==> src/design/glu_pkg.sv <==
// Package for the GCD/LCM unit: request and result structs, queue entry type, constants.
// No dependencies.
`timescale 1ns / 1ps
package glu_pkg;

  localparam int unsigned OpW = 64;
  localparam int unsigned AnsW = 63;
  localparam int unsigned QueueDepthDefault = 2;

  typedef enum logic {
    REQ_GCD = 1'b0,
    REQ_LCM = 1'b1
  } req_kind_t;

  typedef struct packed {
    logic             req_type;
    logic [OpW-1:0]   first_operand;
    logic [OpW-1:0]   second_operand;
  } in_item_t;

  typedef struct packed {
    logic [AnsW-1:0] answer;
    logic            status;
  } out_item_t;

  // Classified job handed from the front part to the back part.
  typedef struct packed {
    logic             is_lcm;
    logic             early;      // result known without iteration
    logic             early_ovf;
    logic [AnsW-1:0]  ma;
    logic [AnsW-1:0]  mb;
  } job_t;

endpackage

==> src/design/glu_front.sv <==
// Front part of the GCD/LCM unit: takes requests, forms magnitudes, classifies
// special cases and pushes jobs into a small queue. Depends on glu_pkg.
`timescale 1ns / 1ps
module glu_front #(
  parameter int unsigned Depth = glu_pkg::QueueDepthDefault
) (
  input  logic              clk,
  input  logic              rst_n,
  input  logic              start,
  output logic              busy,
  input  glu_pkg::in_item_t in_item,
  output logic              job_valid,
  output glu_pkg::job_t     job,
  input  logic              job_pop
);
  import glu_pkg::*;

  localparam int unsigned IdxW = (Depth > 1) ? $clog2(Depth) : 1;

  job_t              mem_r [Depth];
  logic [IdxW-1:0]   wptr_r, rptr_r;
  logic [IdxW:0]     cnt_r;
  logic [OpW-1:0]    a, b, ma, mb;
  logic              amin, bmin, push;
  job_t              nj;

  assign busy = (cnt_r == (IdxW+1)'(Depth));
  assign push = start && !busy;

  always_comb begin
    a = in_item.first_operand;
    b = in_item.second_operand;
    amin = (a == {1'b1, {(OpW-1){1'b0}}});
    bmin = (b == {1'b1, {(OpW-1){1'b0}}});
    ma = a[OpW-1] ? (~a + OpW'(1)) : a;
    mb = b[OpW-1] ? (~b + OpW'(1)) : b;
    nj.is_lcm = (in_item.req_type == REQ_LCM);
    nj.early_ovf = amin || bmin;
    nj.early = amin || bmin || (nj.is_lcm && (ma == '0 || mb == '0));
    nj.ma = ma[AnsW-1:0];
    nj.mb = mb[AnsW-1:0];
  end

  always_ff @(posedge clk) begin
    if (push) begin
      mem_r[wptr_r] <= nj;
    end
  end

  always_ff @(posedge clk) begin
    if (!rst_n) begin
      wptr_r <= '0;
      rptr_r <= '0;
      cnt_r  <= '0;
    end else begin
      if (push) wptr_r <= (wptr_r == IdxW'(Depth-1)) ? '0 : wptr_r + 1'b1;
      if (job_pop) rptr_r <= (rptr_r == IdxW'(Depth-1)) ? '0 : rptr_r + 1'b1;
      cnt_r <= cnt_r + (IdxW+1)'(push) - (IdxW+1)'(job_pop);
    end
  end

  assign job_valid = (cnt_r != '0);
  assign job = mem_r[rptr_r];

endmodule

==> config.mk <==
export PLATFORM = sky130hd
export DESIGN_NAME = glu_front
export DESIGN_NICKNAME = d
export VERILOG_FILES = /design/src/design/glu_pkg.sv /design/src/design/glu_front.sv
export SDC_FILE = /design/constraint.sdc
export NUM_CORES = 1
export LEC_CHECK = 0
export ABC_AREA = 0
export BUFFER_PORTS_ARGS = -buffer_cell sky130_fd_sc_hd__clkbuf_2
export CAP_MARGIN = 10
export CORE_MARGIN = 2
export CORE_UTILIZATION = 60
export DETAILED_ROUTE_END_ITERATION = 10
export GPL_TIMING_DRIVEN = 0
export PLACE_DENSITY = 0.86
export SLEW_MARGIN = 20
export SYNTH_ARGS = -nofsm -noshare
export SYNTH_HDL_FRONTEND = slang
export SYNTH_SLANG_ARGS = --single-unit
==> constraint.sdc <==
create_clock -name clk -period 13.9 [get_ports clk]
set_input_delay 1.39 -clock clk [delete_from_list [all_inputs] [get_ports clk]]
set_output_delay 1.39 -clock clk [all_outputs]
set_load 0.1 [all_outputs]
Word-level counts from Yosys, hierarchy flattened:

Memory sizes are Yosys's and may differ from the RTL's. A register that Yosys moved wholly into a read port is not among the register bits.
Cells that the tools add are included.

* register bits after elaboration: 4
* RAM bits: 258
* input port bits: 133
* output and inout bits: 131
* logic and storage cells: 32
* memories: 1

* add/subtract/negate cells: 6
* eq/ne operators: 3
* muxes and demuxes: 8
* bitwise logic cells: 2
* reduce and logical (&&, ||, !) cells: 9

Memory list
* mem_r: depth 2, width 129, rd ports 1, clocked after memory_dff 1, write ports 1, RTL line glu_front.sv:20 `job_t mem_r [Depth];`

Operators with widths (number)
* adder 64 x 1 -> 64 bit (second input constant): 2
* == test 64 bit (second input constant): 2
* logical NOT 64 bit: 2
* two-way mux 64 bit: 2
* NOT 64 bit: 2
* two-way mux 1 bit: 6
* logical OR 1 bit: 3
* adder 1 bit (second input constant): 2
* adder 2 x 1 -> 2 bit: 1
* == test 2 bit (second input constant): 1
* logical AND 1 bit: 2
* nonzero test 2 bit: 1
* subtractor 2 x 1 -> 2 bit: 1
* logical NOT 1 bit: 1

Longest topological paths before layout:

* depth after elaboration: 7
* gate-level depth with buffers: 13
* mapped depth without buffers: 12

Worst setup path before layout:

OpenSTA, ideal clock, no wires.

* path type: input to register
* start: input port start
* end: memory mem_r[0][0] (netlist name) (enable)
* setup time: 0.620 ns
* data arrival time: 6.852 ns
* required time: 13.280 ns
* path slack: 6.429 ns
* stages: 2
* path buffers: 0
* path through: nand2_1 nor2_1

* cells in the longest elaborated chain, start to end: 3

Ends and longest elaborated chain
* start, declared: RTL line glu_front.sv:9 `input logic start,`
* logical AND 1 bit: RTL line glu_front.sv:28 `assign push = start && !busy;`
* two-way mux 1 bit: RTL line glu_front.sv:45 `if (push) begin`
* two-way mux 1 bit (implied by the code): RTL line glu_front.sv:46 `mem_r[wptr_r] <= nj;`
* end, declared: RTL line glu_front.sv:20

Every way passes these cells.

==> flow_summary.ini <==
[power]
power.share.clock_pct = 25.3
pwr_density_cell_nw_per_um2 = 172
sequentialPowerShare_pct = 38.3
power.leakage_nw = 5.47
combPwrFrac_pct = 36.4
post-layout-total-power_mw = 2.71
sw_frac_of_total_pct = 40.8
intPower_mw = 1.61
ir_drop_worst_case_vdd_v = 0.000153
p_sw_mw = 1.11

[yosys]
synth_top_area_cell = sky130_fd_sc_hd__edfxtp_1
synth_mux_area_share_pct = 11.3
synth.ff_latch_count = 263
ys_async_sr_fraction_pct = 0
synth_cell_type_count = 59
post_synth_xor_area_fraction_pct = 8.59
synth_simple_gate_area_share_pct = 11.9
synth_compound_area_share_pct = 6.65
yosys.area_share.adder_pct = 0.381
netlist_top_cells_area = sky130_fd_sc_hd__edfxtp_1 59%, sky130_fd_sc_hd__mux2_2 11%, sky130_fd_sc_hd__xnor2_1 7.8%, sky130_fd_sc_hd__or4_1 1.9%, sky130_fd_sc_hd__o41ai_1 1.7%
ys_dominant_reg_cell = sky130_fd_sc_hd__edfxtp_1
synth-edff-count = 258
synthesis.nets = 1105
postSynthAreaPerCell_um2 = 13.6
synth_top_family_by_area = simple AND/OR/NAND/NOR gates
post-synth-top-area-fraction_pct = 58.9
syn_std_cell_area_um2 = 13100
synthesis.instances = 968
synth_sequential_area_ratio_pct = 59.7
count_of_yosys_warnings_during_synthesis = 0

[route]
overall_via_count_from_detail_route = 9868
drt_iter0_drc = 899
antenna_violating_nets_post_route = 0
post_drt_via_cell_ratio = 6.33
dr.pass1.iters = 6
post_drt_wl_per_cell_um = 22.1
drc_errors = 0
routed_wl_mm = 34.5

[cts]
cts_hold_buffers = 0
cts-buffers-inserted = 27
clock_tree.htree_level_count = 1
cts_root_buffer = sky130_fd_sc_hd__clkbuf_16
number_of_gates_given_a_new_drive_strength_after_cts = 0
skew_pair_late_insertion_delay_ns = 0.53
cts_tree = built
clkSinkCount = 263
clock_path_buffers = 3
clk_pin_slew_ns = 0.06
post_cts.repair.setup_buffers = 0

[worst_setup_path]
data_required_time_at_the_worst_endpoint_ns = 14.29
worstPathMaxFanout = 8
arrival_ns = 5.49
reg2reg_from = cnt_r[0]
critPathKind = input port to flop
crit_end = mem_r[1][127]
crit_start = in_item[0]
regToRegSetupSlack_ns = 11.59
crit_path_start_kind = input port
timing.critical_path.to_type = flop
reg2reg_to = mem_r[0][126]
reg2reg_depth = 6

[placement]
place.gp.congestion = 0.913
pre_cts_ws_ns = 8.43
placed_cells = 1512
numPortBuffers = 257
place.detailed.hpwl_mm = 25.0
post_dp_cell_area_um2 = 15000

[final_layout]
areaGrowthSynthToFinish_pct = 20.2
finish.cell_count_without_fillers = 1560
nNetsFinal = 1398
antenna_cells_inserted = 0
n_fill_cell = 1436
finish.instance_area_um2 = 15800
post-route-util_pct = 72.9
post_route_cells_drive_above_1_share_pct = 35.4

[global_route]
first_global_vias = 9593
overflow = 0
groute.usage.overall_pct = 28.9
first_pass_grt_wire_length_mm = 52.8
antenna_found_initial = 0
grt_start_max_net_pins = 48

[floorplan]
rows = 54
design.portCount = 264
core_um2 = 21700
fp.dieArea_um2 = 23100
die_span_x_um = 152
dieHeight_um = 152
initial_utilization_pct = 60.6

[timing]
worst_hold_slack_ns = 0.590
tns_ns = 0
max_slew_margin_pct = 37.0
postLayoutSetupSlackWorst_ns = 8.80
grt_setup_unrepaired = no
fin_crit_sh_pct = 36.7
hold_violations = 0
report.final.setup_viol = 0
fmaxAchievable_ghz = 0.196
finalCriticalPeriod_ns = 5.10
actual_slew_at_the_worst_max_slew_pin_ns = 0.944
timing.final.max_slew_violations = 0
finalClockSkew_ns = 0.0197

[hold_path]
holdCritPathClass = flop to flop
timing.hold.worst_path_depth = 2

[flow_run]
maxCapViolCount = 0

[outcome]
outcome = completed
[synth_stat cells, drive strengths merged, types with 3 or more instances]
cell type and number:
and2 6, dfxtp 5, or2 9, o21a 3
mux2 131, nand2 43, a31oi 4, a21oi 7
ha 4, and4 3, inv 10, xnor2 117
nor3 24, nand4 10, nor4b 3, buf 6
nand2b 11, nand4b 8, edfxtp 258, xor2 12
and3 5, nor2 31, or3 29, o21ai 36
nor4 28, o41ai 26, or4 35, nand3 9
o31ai 32, clkbuf 36
[per-layer routing]
layer / part of all wire [%] / GRT usage (%)
met1: 39 / 39.9
met2: 46 / 45.1
met3: 9.9 / 5.79
met4: 5.0 / 12.6
met5: 0 / 0
[how the worst min path moves through the flow]
stage	from	end	slack (ns)
final	rptr_r	rptr_r	0.59
after global routing	rptr_r	rptr_r	0.62
after CTS	rptr_r	rptr_r	0.59
after detailed placement	rptr_r	flop	0.58
after global placement	wptr_r	wptr_r	0.56
after floorplan	wptr_r	wptr_r	0.54
[cells in the final DEF, fill, tap and decap left out, drive strengths merged, types with 3 or more instances in the layout]
master,count
a21oi,7
a31oi,4
and2,6
and3,5
and4,3
buf,13
clkbuf,330
clkinv,8
dfxtp,5
edfxtp,258
ha,4
inv,10
mux2,131
nand2,43
nand2b,11
nand3,9
nand4,10
nand4b,8
nor2,31
nor3,24
nor4,28
nor4b,3
o21a,3
o21ai,36
o31ai,32
o41ai,26
or2,9
or3,29
or4,35
xnor2,117
xor2,12
[sequential cells by signal, summed over array words and instances, names as in the netlist, named ones only]
register	cells
mem_r	258
cnt_r	2
rptr_r	1
wptr_r	1
[critical path: stages]
cell and delay [ns]:
sky130_fd_sc_hd__clkbuf_2 0.12, sky130_fd_sc_hd__inv_1 0.07, sky130_fd_sc_hd__ha_1 0.18, sky130_fd_sc_hd__or3b_2 0.54
sky130_fd_sc_hd__or3_1 0.39, sky130_fd_sc_hd__clkbuf_1 0.20, sky130_fd_sc_hd__o31ai_1 0.42, sky130_fd_sc_hd__xnor2_1 0.21
sky130_fd_sc_hd__or4b_2 0.65, sky130_fd_sc_hd__a2111oi_0 0.50, sky130_fd_sc_hd__and4_1 0.32, sky130_fd_sc_hd__nand4_1 0.18
sky130_fd_sc_hd__o41ai_1 0.13, sky130_fd_sc_hd__or2_1 0.16
[kinds of logic after synthesis]
| family | count (synthesis) |
|---|---|
| and+or+nand+nor | 265 |
| AOI/OAI and AO/OA | 123 |
| DFF | 263 |
| muxes | 132 |
| xor gates and xnor gates | 129 |
| buffers and inverters | 52 |
| adders and majority gates | 4 |
[final cells by class]
type	instances	area (um2)	share of cell area, %
flip-flops and latches	263	7850	49.7
multi-input cells	653	5110	32.4
repair buffers	264	1460	9.26
clock buffers	37	723	4.58
well taps	280	350	2.22
plain buffers	42	159	1.01
clock inverters	11	109	0.689
inverters	10	37.5	0.237
[power groups by stage]
stage	clock network, mW	registers, mW	logic [mW]
floorplan	0	1.07	0.788
global placement	0	1.08	0.941
detailed placement	0	1.06	0.980
CTS	0.695	1.04	0.985
global route	0.723	1.05	1.02
finish	0.686	1.04	0.987
Note: power is estimated with default switching activity, not from simulation.
